$ cat config.mk
export PLATFORM = sky130hd
export DESIGN_NAME = battery_voltage_smoother_level_gauge_core
export DESIGN_NICKNAME = d
export VERILOG_FILES = /design/src/hdl/bvslg_pkg.sv /design/src/hdl/battery_voltage_smoother_level_gauge_core.sv
export SDC_FILE = /design/constraint.sdc
export NUM_CORES = 1
export LEC_CHECK = 0
export BUFFER_PORTS_ARGS = -buffer_cell sky130_fd_sc_hd__buf_2
export CORE_UTILIZATION = 39
export CTS_CLUSTER_DIAMETER = 60
export DETAILED_ROUTE_END_ITERATION = 16
export GPL_TIMING_DRIVEN = 0
export PLACE_DENSITY_LB_ADDON = 0.12
export SLEW_MARGIN = 20
export SYNTH_ARGS = -nofsm -noshare
export SYNTH_HDL_FRONTEND = slang
export SYNTH_SLANG_ARGS = --single-unit
$ cat constraint.sdc
create_clock -name clk -period 10.2 [get_ports clk]
set_clock_uncertainty 0.2 [all_clocks]
set_input_delay 1.53 -clock clk [delete_from_list [all_inputs] [get_ports clk]]
set_output_delay 1.53 -clock clk [all_outputs]
set_load 0.05 [all_outputs]
$ cat src/hdl/bvslg_pkg.sv
// shared widths, register indexes, reset values and level search for the
// battery voltage smoother and level gauge; no dependencies
package bvslg_pkg;

  localparam int VoltW  = 16;
  localparam int OffW   = 13;
  localparam int LevelW = 3;
  localparam int IdxW   = 3;
  localparam int TermW  = 14;  // floor(v/100)*20 stays below 13108

  // register indexes
  localparam logic [IdxW-1:0] REG_THR_ONE   = 3'd0;
  localparam logic [IdxW-1:0] REG_THR_TWO   = 3'd1;
  localparam logic [IdxW-1:0] REG_THR_THREE = 3'd2;
  localparam logic [IdxW-1:0] REG_THR_FOUR  = 3'd3;
  localparam logic [IdxW-1:0] REG_HYST      = 3'd4;
  localparam logic [IdxW-1:0] REG_INIT_VOLT = 3'd5;

  localparam logic [VoltW-1:0] RST_THR_ONE   = 16'd42000;
  localparam logic [VoltW-1:0] RST_THR_TWO   = 16'd44000;
  localparam logic [VoltW-1:0] RST_THR_THREE = 16'd46000;
  localparam logic [VoltW-1:0] RST_THR_FOUR  = 16'd48000;
  localparam logic [OffW-1:0]  RST_HYST      = 13'd500;
  localparam logic [VoltW-1:0] RST_INIT_VOLT = 16'd40000;

  localparam logic [LevelW-1:0] LEVEL_MAX = 3'd4;

  // floor(q/25) = (q*20972) >> 19 for q < 16384
  localparam logic [14:0] RECIP_25 = 15'd20972;
  // floor(x/5) = (x*52429) >> 18 for x < 262144
  localparam logic [15:0] RECIP_5  = 16'd52429;

  function automatic logic [VoltW-1:0] sat_add(input logic [VoltW-1:0] a,
                                               input logic [OffW-1:0] b);
    logic [VoltW:0] s;
    s = {1'b0, a} + {4'b0, b};
    return s[VoltW] ? {VoltW{1'b1}} : s[VoltW-1:0];
  endfunction

  // index of first threshold+extra that s is below, max level if none
  function automatic logic [LevelW-1:0] find_level(input logic [VoltW-1:0] s,
                                                   input logic [VoltW-1:0] t1,
                                                   input logic [VoltW-1:0] t2,
                                                   input logic [VoltW-1:0] t3,
                                                   input logic [VoltW-1:0] t4,
                                                   input logic [OffW-1:0] extra);
    logic [LevelW-1:0] lvl;
    priority if (s < sat_add(t1, extra)) lvl = 3'd0;
    else if (s < sat_add(t2, extra)) lvl = 3'd1;
    else if (s < sat_add(t3, extra)) lvl = 3'd2;
    else if (s < sat_add(t4, extra)) lvl = 3'd3;
    else lvl = LEVEL_MAX;
    return lvl;
  endfunction

endpackage

$ cat src/hdl/battery_voltage_smoother_level_gauge_core.sv
// battery voltage smoother and level gauge, top level
// depends on bvslg_pkg

// One voltage sample is taken per clock while in_stall is low, and each
// sample yields one result (smoothed voltage and charge level 0..4). Each result
// is registered after the first stage, as soon as the output register is free.
// The first stage scales the sample to floor(v/100)*20 with a reciprocal
// multiply; the second stage closes the smoothing feedback loop
// (floor(4s/5) by reciprocal multiply, saturating add, threshold compares
// with and without hysteresis) combinationally, holding the throughput at one
// sample per clock while out_stall is low. While the output register waits for
// the downstream side the first stage holds one more sample, then stalls. Writing
// initial_voltage reloads the smoothed value immediately; the level is kept.
module battery_voltage_smoother_level_gauge_core
  import bvslg_pkg::*;
(
  input  logic              clk,
  input  logic              rst,
  input  logic              cfg_write,
  input  logic [IdxW-1:0]   cfg_index,
  input  logic [VoltW-1:0]  cfg_data,
  input  logic              in_valid,
  output logic              in_stall,
  input  logic [VoltW-1:0]  voltage_sample,
  output logic              out_valid,
  input  logic              out_stall,
  output logic [VoltW-1:0]  smoothed_voltage,
  output logic [LevelW-1:0] charge_level
);

  logic [VoltW-1:0]  thr_one, thr_two, thr_three, thr_four;
  logic [OffW-1:0]   hyst;
  logic [VoltW-1:0]  smooth_value, smooth_next;
  logic [LevelW-1:0] level_now, level_next;

  logic              stage_valid;
  logic [TermW-1:0]  term;
  logic [TermW-1:0]  term_next;
  logic [28:0]       quot_prod;
  logic [33:0]       scale_prod;
  logic [VoltW:0]    sum;
  logic [LevelW-1:0] up_level, dn_level;
  logic              in_xfer, advance;

  assign advance  = stage_valid && (!out_valid || !out_stall);
  assign in_stall = stage_valid && !advance;
  assign in_xfer  = in_valid && !in_stall;

  // floor(v/100) = floor(floor(v/4)/25), then times 20
  assign quot_prod = {1'b0, voltage_sample[VoltW-1:2]} * RECIP_25;
  assign term_next = TermW'({4'b0, quot_prod[28:19]} * 14'd20);

  // floor(s*80/100) = floor(4s/5)
  assign scale_prod = {smooth_value, 2'b00} * RECIP_5;
  assign sum = {1'b0, scale_prod[33:18]} + {3'b0, term};
  assign smooth_next = sum[VoltW] ? {VoltW{1'b1}} : sum[VoltW-1:0];

  assign up_level = find_level(smooth_next, thr_one, thr_two, thr_three, thr_four, hyst);
  assign dn_level = find_level(smooth_next, thr_one, thr_two, thr_three, thr_four, '0);

  always_comb begin
    priority if (up_level > level_now) level_next = up_level;
    else if (dn_level < level_now) level_next = dn_level;
    else level_next = level_now;
  end

  // configuration registers
  always_ff @(posedge clk) begin
    if (rst) begin
      thr_one   <= RST_THR_ONE;
      thr_two   <= RST_THR_TWO;
      thr_three <= RST_THR_THREE;
      thr_four  <= RST_THR_FOUR;
      hyst      <= RST_HYST;
    end else if (cfg_write) begin
      unique case (cfg_index)
        REG_THR_ONE:   thr_one   <= cfg_data;
        REG_THR_TWO:   thr_two   <= cfg_data;
        REG_THR_THREE: thr_three <= cfg_data;
        REG_THR_FOUR:  thr_four  <= cfg_data;
        REG_HYST:      hyst      <= cfg_data[OffW-1:0];
        // initial_voltage only reloads the smoothed value below
        REG_INIT_VOLT: ;
        default: ;
      endcase
    end
  end

  // smoothing and level state
  always_ff @(posedge clk) begin
    if (rst) begin
      smooth_value <= RST_INIT_VOLT;
      level_now    <= '0;
    end else if (cfg_write && cfg_index == REG_INIT_VOLT) begin
      smooth_value <= cfg_data;
    end else if (advance) begin
      smooth_value <= smooth_next;
      level_now    <= level_next;
    end
  end

  // input stage
  always_ff @(posedge clk) begin
    if (rst) begin
      stage_valid <= 1'b0;
    end else if (in_xfer) begin
      stage_valid <= 1'b1;
    end else if (advance) begin
      stage_valid <= 1'b0;
    end
  end

  always_ff @(posedge clk) begin
    if (in_xfer) begin
      term <= term_next;
    end
  end

  // result register
  always_ff @(posedge clk) begin
    if (rst) begin
      out_valid <= 1'b0;
    end else if (advance) begin
      out_valid <= 1'b1;
    end else if (!out_stall) begin
      out_valid <= 1'b0;
    end
  end

  always_ff @(posedge clk) begin
    if (advance) begin
      smoothed_voltage <= smooth_next;
      charge_level     <= level_next;
    end
  end

endmodule

==> flow_summary.json, run 1 <==
{
  "status": "finished with violations",
  "violations": "negative setup slack",
  "syn_area_per_cell_sq_um": 8.555,
  "clock_sink_count": 129,
  "fill_cells": 4698,
  "fin_crit_ps": 10610,
  "fin_nets": 3030,
  "hp-start": "thr_two[1]$_SDFFE_PP0P_",
  "cpPeakStageDelay_ps": 560,
  "h-tree-depth": 4,
  "relSlewSlack": 0.4383,
  "cts_buffer_depth": 2,
  "holdWs_ps": 273.8,
  "gr-usage-met3": 0.03622,
  "worstSetupPathType": "flip-flop to flip-flop",
  "r2r_cells": 47,
  "hold_path_depth": 2,
  "yosys_warnings": 0,
  "synth_cells": 2235,
  "routed_via_density": 5.309,
  "fp.dieH_um": 223.4,
  "gp_congestion": 0.8985,
  "holdBufCountCts": 0,
  "wire_per_inst_um": 19.11,
  "overflow": 0,
  "worst-path-max-fanout": 6,
  "track_usage": 0.2367,
  "required_ps": 10330,
  "first_iter_violations": 1019,
  "seq_area_frac_synth": 0.1513,
  "synthArstFlopShare": 0,
  "vias": 16120,
  "drive_gt1_frac": 0.1355,
  "pre_cts_ws_ps": -2111,
  "ys_ff_latch": 129,
  "die_width_um": 223.4,
  "ant_nets": 0,
  "worst_slack_ps": -414.7,
  "start_util": 0.3980,
  "grt.busiest_layer": "met2",
  "io_buffers": 57,
  "rsz0062_at_grt": "true",
  "maxCapViolCount": 0,
  "synth_largest_area_cell": "ha_1",
  "synth_top_area_share": 0.2833,
  "timing.rr.end": "level_now[2]$_SDFFE_PP0P_",
  "first_pass_iters": 5,
  "r2r-start": "smooth_value[6]$_SDFFE_PP1P_",
  "worst_pin_slew_ps": 842.5,
  "max_freq_mhz": 94.21,
  "whs_endpoint": "thr_two[1]$_SDFFE_PP0P_",
  "cp-end-kind": "flip-flop",
  "yosysUniqueCellTypes": 74,
  "finalNonFillerCells": 3037,
  "grt_use_met2": 0.3978,
  "path_clk_slew_ps": 60,
  "critPathSlowestCell": "fa_1",
  "yosys-top-cells-area": "ha_1, fa_1, dfxtp_1",
  "wl_um": 58030,
  "crit_arrival_ps": 10740,
  "setup_viol": 6,
  "first_global_vias": 16270,
  "slew_violations": 0,
  "timing.final.crit_share": 1.041,
  "cts-root-buf": "clkbuf_16",
  "grt_pass1_wl_um": 90140,
  "worstSkewPairLatency_ps": 430,
  "cp_common_cell": "o21a_1",
  "postLayoutCoreUtil": 0.4688,
  "syn_nets": 2857,
  "rows": 80,
  "synth_area_sq_mm": 0.01912,
  "antenna_found_initial": 2,
  "area_growth_pct": 17.80,
  "critPathLaunchType": "flip-flop",
  "coreArea_sq_mm": 0.04805,
  "drc": 0,
  "cts_tree": "yes",
  "post-dp-hpwl_um": 45350,
  "synth-edff-count": 31,
  "final-hold-violation-count": 0,
  "use_met1": 0.3077,
  "io_pins": 61,
  "place_inst": 2908,
  "regToRegSetupSlack_ps": -410,
  "cts_buffers": 17,
  "synth_flop_cell": "dfxtp_1",
  "min_path_type": "flip-flop to flip-flop",
  "die-area_sq_mm": 0.04992,
  "grt_max_degree": 29
}
[layout make-up]
type                    count  area [sq um]  share of cell area
repair buffers            155          1119             0.04966
inverters                 394          1488             0.06605
diodes                      1         2.502           0.0001111
well taps                 615         769.5             0.03416
clock buffers              20         436.7             0.01939
plain buffers              33         150.1            0.006666
flip-flops and latches    129          2949              0.1309
clock inverters            12         190.2            0.008443
multi-input cells        1678         15420              0.6846
[layout by cell type (no fill, tap or decap), types with 6 or more instances in the layout]
| cell type | Yosys | layout |
|---|---|---|
| buf_12 | 0 | 7 |
| o31ai_1 | 7 | 7 |
| clkbuf_1 | 29 | 31 |
| nor2_1 | 159 | 155 |
| dfxtp_4 | 0 | 15 |
| o21bai_1 | 25 | 25 |
| or3_1 | 8 | 8 |
| nand2_8 | 0 | 6 |
| buf_2 | 1 | 57 |
| ha_4 | 0 | 29 |
| a31oi_1 | 8 | 7 |
| ha_1 | 433 | 401 |
| fa_1 | 149 | 146 |
| dfxtp_1 | 98 | 83 |
| o21ai_0 | 65 | 53 |
| edfxtp_1 | 31 | 31 |
| a21oi_2 | 2 | 12 |
| nand2b_1 | 30 | 28 |
| o21a_1 | 20 | 20 |
| inv_1 | 392 | 385 |
| a211oi_1 | 17 | 14 |
| o211ai_1 | 42 | 42 |
| a21o_1 | 47 | 45 |
| nor3_1 | 35 | 32 |
| a21oi_1 | 164 | 154 |
| nor2b_1 | 24 | 20 |
| nand2_1 | 201 | 192 |
| o21ai_1 | 3 | 9 |
| xnor2_1 | 64 | 63 |
| nand3_1 | 32 | 31 |
| buf_4 | 0 | 87 |
| nand4_1 | 27 | 27 |
| clkbuf_16 | 0 | 17 |
| nor4_1 | 7 | 6 |
| xor2_1 | 15 | 14 |
[flip-flops by register name, summed over array words and instances (netlist names)]
name,count
thr_one,16
level_now,3
hyst,13
out_valid,1
smoothed_voltage,16
smooth_value,16
term,12
thr_four,16
stage_valid,1
thr_three,16
thr_two,16
charge_level,3
[through the flow]
stage,TNS (ps),instance area (sq um)
6_report,-2101,22520
5_1_grt,-4141,22520
4_1_cts,-1676,22110
3_5_place_dp,-11810,20390
3_3_place_gp,-11450,20370
2_1_floorplan,0,19310
[critical path: cells and delay by family (launching register included)]
kind            cells  cell delay [ps]
fa+ha+maj          10             3980
compound gates     19             3450
simple gates        8             1210
buf+inv             8              770
flops               1              380
mux                 1              330
xor+xnor            1              140
[how the worst max path moves through the flow]
| stage | start | endpoint | slack, ps | cells past startpoint |
|---|---|---|---|---|
| 6_report | smooth_value[6]$_SDFFE_PP1P_ | level_now[2]$_SDFFE_PP0P_ | -410 | 47 |
| 4_1_cts | smooth_value[4]$_SDFFE_PP0P_ | level_now[2]$_SDFFE_PP0P_ | -330 | 47 |
| 2_1_floorplan | smooth_value[7]$_SDFFE_PP0P_ | level_now[2]$_SDFFE_PP0P_ | 20 | 45 |
| 5_1_grt | smooth_value[1]$_SDFFE_PP0P_ | level_now[2]$_SDFFE_PP0P_ | -760 | 45 |
| 3_3_place_gp | smooth_value[11]$_SDFFE_PP1P_ | charge_level[0]$_DFFE_PP_ | -2060 | 43 |
| 3_5_place_dp | smooth_value[11]$_SDFFE_PP1P_ | charge_level[0]$_DFFE_PP_ | -2110 | 46 |
[Yosys cell counts, drive strengths merged (8+ instances only)]
| cell type | count |
|---|---|
| xor2 | 15 |
| o21a | 20 |
| a31oi | 8 |
| a211oi | 17 |
| fa | 149 |
| nor3 | 35 |
| nand2 | 201 |
| o21ai | 68 |
| nand2b | 30 |
| xnor2 | 64 |
| a21oi | 166 |
| a21o | 50 |
| or3 | 8 |
| clkbuf | 30 |
| nor2b | 24 |
| nor2 | 159 |
| o211ai | 42 |
| dfxtp | 98 |
| nand3 | 32 |
| inv | 393 |
| edfxtp | 31 |
| nand4 | 27 |
| ha | 433 |
| o21bai | 25 |
[kinds of logic after synthesis]
kind of cell / Yosys count / share of synthesized area
XOR/XNOR: 79 / 0.03619
AO/OA/AOI/OAI: 456 / 0.1531
AND/OR/NAND/NOR: 552 / 0.1303
flip-flops: 129 / 0.1513
adder cells (fa/ha/maj): 582 / 0.4393
buffers and inverters: 428 / 0.08454
multiplexers: 9 / 0.005235
[what timing repair did]
item / 4_1_cts / 5_1_grt
buffers inserted: 77 / 21
pin swaps: 66 / 56
endpoints found under the setup margin: 6 / 6
gates resized for setup: 100 / 49
gates cloned: 0 / 0
[metal layers]
metal | share of wire | vias up
met5 | 0 | -
met4 | 0.027 | 0
met1 | 0.44 | 7672
li1 | - | 7966
met2 | 0.47 | 405
met3 | 0.055 | 81
Power of run 1 is not shown: default switching activity piles up to over one toggle a cycle in this logic, so the estimate is an artifact.
==> run 2, diff against run 1 <==
- CORE_MARGIN: not set -> 3
- SKIP_CTS_REPAIR_TIMING: not set -> 1
==> run 2 against run 1 <==
  * Sequential share of layout area rose by 0.17 points
  * Sequential cell count did not move
  * Critical endpoint unchanged
  * The run still ends with negative setup slack left
  * Critical path depth did not move
  * Via count fell by 1.2%
  * Fmax fell by 0.50%
  * Worst hold slack improved by 4.5 ps
  * Register-to-register slack got worse by 50 ps
  * Non-clock buffer count fell by 40
==> flow_summary.json, run 2 (same netlist as run 1, synthesis figures left out) <==
{
  "cpPeakStageDelay_ps": 550,
  "violations": "negative setup slack",
  "relSlewSlack": 0.4618,
  "track_usage": 0.2250,
  "wire_per_inst_um": 19.03,
  "vias": 15940,
  "r2r_cells": 47,
  "first_pass_iters": 6,
  "crit_arrival_ps": 10800,
  "final_common_cell": "ha_1",
  "wl_um": 57040,
  "grt_pass1_wl_um": 88910,
  "finalNonFillerCells": 2997,
  "routed_via_density": 5.317,
  "final_cell_mix": "ha_1, inv_1, nand2_1, a21oi_1, nor2_1",
  "gp_congestion": 0.8621,
  "fin_crit_ps": 10670,
  "clock_sink_count": 129,
  "required_ps": 10340,
  "fp.dieH_um": 227.4,
  "area_growth_pct": 16.06,
  "coreArea_sq_mm": 0.04805,
  "timing.final.crit_share": 1.046,
  "hold_path_depth": 2,
  "final-hold-violation-count": 0,
  "drc": 0,
  "setup_viol": 6,
  "io_pins": 61,
  "cp-end-kind": "flip-flop",
  "max_freq_mhz": 93.74,
  "drive_gt1_frac": 0.1239,
  "cts_buffers": 17,
  "fin_nets": 2990,
  "die_width_um": 227.4,
  "io_buffers": 57,
  "fill_cells": 4757,
  "worst-path-max-fanout": 8,
  "postLayoutCoreUtil": 0.4619,
  "rows": 80,
  "place_inst": 2908,
  "first_global_vias": 16020,
  "cp_common_cell": "fa_1",
  "antenna_found_initial": 3,
  "overflow": 0,
  "slew_violations": 0,
  "first_iter_violations": 1024,
  "worst_slack_ps": -467.8,
  "cp_num_buf_inv": 6,
  "worst_pin_slew_ps": 786.9,
  "min_path_type": "flip-flop to flip-flop",
  "die-area_sq_mm": 0.05172,
  "path_clk_slew_ps": 60,
  "ant_nets": 0,
  "critPathLaunchType": "flip-flop",
  "worstSkewPairLatency_ps": 450,
  "post-dp-hpwl_um": 45510,
  "path_delay_family": "adder cells",
  "crit_cells": 47,
  "holdWs_ps": 278.2,
  "regToRegSetupSlack_ps": -470,
  "maxCapViolCount": 0,
  "cts_tree": "yes",
  "cts-root-buf": "clkbuf_16",
  "cts_buffer_depth": 2,
  "critPathSlowestCell": "fa_1",
  "worstSetupPathType": "flip-flop to flip-flop",
  "pre_cts_ws_ps": -2160,
  "status": "finished with violations",
  "rsz0062_at_grt": "true",
  "start_util": 0.3980,
  "grt_max_degree": 29,
  "h-tree-depth": 4
}
-- run 2: cell count changes in the layout (fill, tap and decap cells not counted), moves of 3 or more --
cell | before | now
buf_4 | 87 | 49
inv_2 | 5 | 10
bufinv_16 | 5 | 1
ha_2 | 3 | 7
ha_4 | 29 | 25
clkbuf_16 | 17 | 20
clkbuf_8 | 0 | 3
clkinv_1 | 4 | 1
clkinvlp_4 | 3 | 0
inv_1 | 385 | 382
inv_6 | 0 | 3
-- run 2: layout make-up --
| class | instances | area [sq um] | share of cell area |
|---|---|---|---|
| Inverter | 394 | 1481 | 0.06676 |
| Clock buffer | 23 | 520.5 | 0.02346 |
| Buffer | 34 | 165.2 | 0.007442 |
| Multi-Input combinational cell | 1678 | 15420 | 0.6950 |
| Sequential cell | 129 | 2944 | 0.1327 |
| Timing Repair Buffer | 114 | 795.8 | 0.03586 |
| Clock inverter | 9 | 90.09 | 0.004060 |
| Antenna cell | 1 | 2.502 | 0.0001128 |
| Tap cell | 615 | 769.5 | 0.03468 |
-- run 2: worst paths after layout --
check | end | from
max | level_now[2]$_SDFFE_PP0P_ | smooth_value[4]$_SDFFE_PP0P_
max reg2reg | level_now[2]$_SDFFE_PP0P_ | smooth_value[4]$_SDFFE_PP0P_
min reg2reg | thr_four[1]$_SDFFE_PP0P_ | thr_four[1]$_SDFFE_PP0P_
min | thr_four[1]$_SDFFE_PP0P_ | thr_four[1]$_SDFFE_PP0P_
-- run 2: routing by layer --
layer / global-route usage / routed length, um
met5: 0 / 0
met4: 0.07146 / 1767
met3: 0.03017 / 2688
met2: 0.3788 / 26600
met1: 0.3004 / 25980
-- run 2: per-stage QoR --
step | TNS [ps] | instance area (sq um)
floorplan | 0 | 19310
finish | -2301 | 22190
CTS | -12210 | 21000
global placement | -11610 | 20370
detailed placement | -12070 | 20390
global route | -4589 | 22190
-- run 2: worst reg2reg max path, delay by kind of cell (launching register included) --
kind                       cells  cell delay, ps
xor gates and xnor gates       1             140
muxes                          1             330
adders and majority gates     10            3930
AOI/OAI and AO/OA             19            3650
and+or+nand+nor               10            1410
DFF                            1             390
buffers and inverters          6             530
Power of run 2 is left out for the same reason.
==> run 3, diff against run 2 <==
- MAX_ROUTING_LAYER: not set -> met4
- SKIP_LAST_GASP: not set -> 1
==> run 3 against run 2 <==
  * The flow still finishes with violations (negative setup slack)
  * Cell area fell by 0.70%
  * Global-route usage grew 0.78 points
  * Sequential cell count is the same
  * Worst setup slack lost 94 ps
  * Non-clock buffer count down 5
  * Wire length up 0.35%
==> flow_summary.json, run 3 (same netlist as run 1, synthesis figures left out) <==
{
  "cts-root-buf": "clkbuf_16",
  "timing.final.crit_share": 1.055,
  "cp-end-kind": "flip-flop",
  "rsz0062_at_grt": "true",
  "grt_pass1_wl_um": 89470,
  "wl_um": 57240,
  "cts_buffers": 17,
  "holdWs_ps": 280.1,
  "ant_nets": 0,
  "critPathLaunchType": "flip-flop",
  "h-tree-depth": 4,
  "worstSkewPairLatency_ps": 450,
  "worst-path-max-fanout": 10,
  "overflow": 0,
  "fp.dieH_um": 227.4,
  "relSlewSlack": 0.4854,
  "io_pins": 61,
  "gp_congestion": 0.8840,
  "cts_tree": "yes",
  "final_common_cell": "ha_1",
  "place_area_sq_mm": 0.02039,
  "area_growth_pct": 15.25,
  "worst_slack_ps": -561.8,
  "min_path_type": "flip-flop to flip-flop",
  "first_iter_violations": 892,
  "drive_gt1_frac": 0.1195,
  "wire_per_inst_um": 19.14,
  "final-hold-violation-count": 0,
  "startpoint": "smooth_value[7]$_SDFFE_PP0P_",
  "cts_buffer_depth": 2,
  "finish.instance_area_sq_mm": 0.02204,
  "regToRegSetupSlack_ps": -560,
  "r2r-start": "smooth_value[7]$_SDFFE_PP0P_",
  "slew_violations": 0,
  "status": "finished with violations",
  "fill_cells": 4733,
  "fin_nets": 2985,
  "finalNonFillerCells": 2991,
  "maxCapViolCount": 0,
  "setup_viol": 6,
  "place_inst": 2908,
  "final_cell_mix": "ha_1, inv_1, nand2_1, a21oi_1, nor2_1",
  "violations": "negative setup slack",
  "worst_pin_slew_ps": 766.0,
  "critPathSlowestCell": "fa_2",
  "grt_max_degree": 29,
  "first_global_vias": 16070,
  "timing.rr.end": "charge_level[0]$_DFFE_PP_",
  "finalSetupTns_ps": -2972,
  "crit_arrival_ps": 10760,
  "cp-endpoint": "charge_level[0]$_DFFE_PP_",
  "rows": 80,
  "drc": 0,
  "r2r_cells": 46,
  "die_width_um": 227.4,
  "fin_crit_ps": 10760,
  "path_clk_slew_ps": 70,
  "cp_common_cell": "o21a_1",
  "antenna_found_initial": 0,
  "required_ps": 10190,
  "first_pass_iters": 5,
  "clock_sink_count": 129,
  "diodes": 0,
  "io_buffers": 57,
  "track_usage": 0.2328,
  "routed_via_density": 5.320,
  "post-dp-hpwl_um": 45940,
  "coreArea_sq_mm": 0.04805,
  "vias": 15910,
  "cpPeakStageDelay_ps": 560,
  "worstSetupPathType": "flip-flop to flip-flop",
  "start_util": 0.3980,
  "max_freq_mhz": 92.92,
  "die-area_sq_mm": 0.05172
}
-- run 3: worst min-delay path by stage --
stage | start | to | slack (ps) | cells after the start
final | thr_four[1]$_SDFFE_PP0P_ | thr_four[1]$_SDFFE_PP0P_ | 280 | 2
after global routing | thr_four[1]$_SDFFE_PP0P_ | thr_four[1]$_SDFFE_PP0P_ | 310 | 2
after CTS | thr_two[1]$_SDFFE_PP0P_ | thr_two[1]$_SDFFE_PP0P_ | 280 | 2
after detailed placement | thr_two[1]$_SDFFE_PP0P_ | thr_two[1]$_SDFFE_PP0P_ | 270 | 2
after global placement | thr_two[0]$_SDFFE_PP0P_ | thr_two[0]$_SDFFE_PP0P_ | 260 | 2
after floorplan | thr_one[0]$_SDFFE_PP0P_ | thr_one[0]$_SDFFE_PP0P_ | 250 | 2
-- run 3: metal layers --
layer	up-vias	share of wire	GRT usage
met4	0	0.023	0.06053
met3	68	0.047	0.02631
li1	7870	-	-
met5	-	0	-
met1	7625	0.46	0.3071
met2	348	0.47	0.3820
-- run 3: layout make-up --
cell class                 count  area (sq um)  area share
sequential                   129          2944      0.1336
tap                          615         769.5     0.03492
timing repair buffer         109         724.4     0.03288
multi-input combinational   1678         15370      0.6974
clock buffer                  18         450.4     0.02044
buffer                        34         165.2    0.007495
clock inverter                14         132.6    0.006019
inverter                     394          1481     0.06723
-- run 3: critical path: cells and delay by family (launching register included) --
kind / cells / cell delay, ps
AO/OA/AOI/OAI: 17 / 3170
XOR/XNOR: 1 / 200
adder cells (fa/ha/maj): 10 / 4040
buffers and inverters: 7 / 640
flip-flops: 1 / 390
AND/OR/NAND/NOR: 11 / 1840
-- run 3: through the flow --
| stage | setup WS, ps | utilization |
|---|---|---|
| after global placement | -2034 | 0.4239 |
| after global routing | -918.2 | 0.4586 |
| after floorplan | 24.91 | - |
| after CTS | -2174 | 0.4365 |
| after detailed placement | -2088 | 0.4243 |
| final | -561.8 | 0.4586 |
Power of run 3 is left out for the same reason.
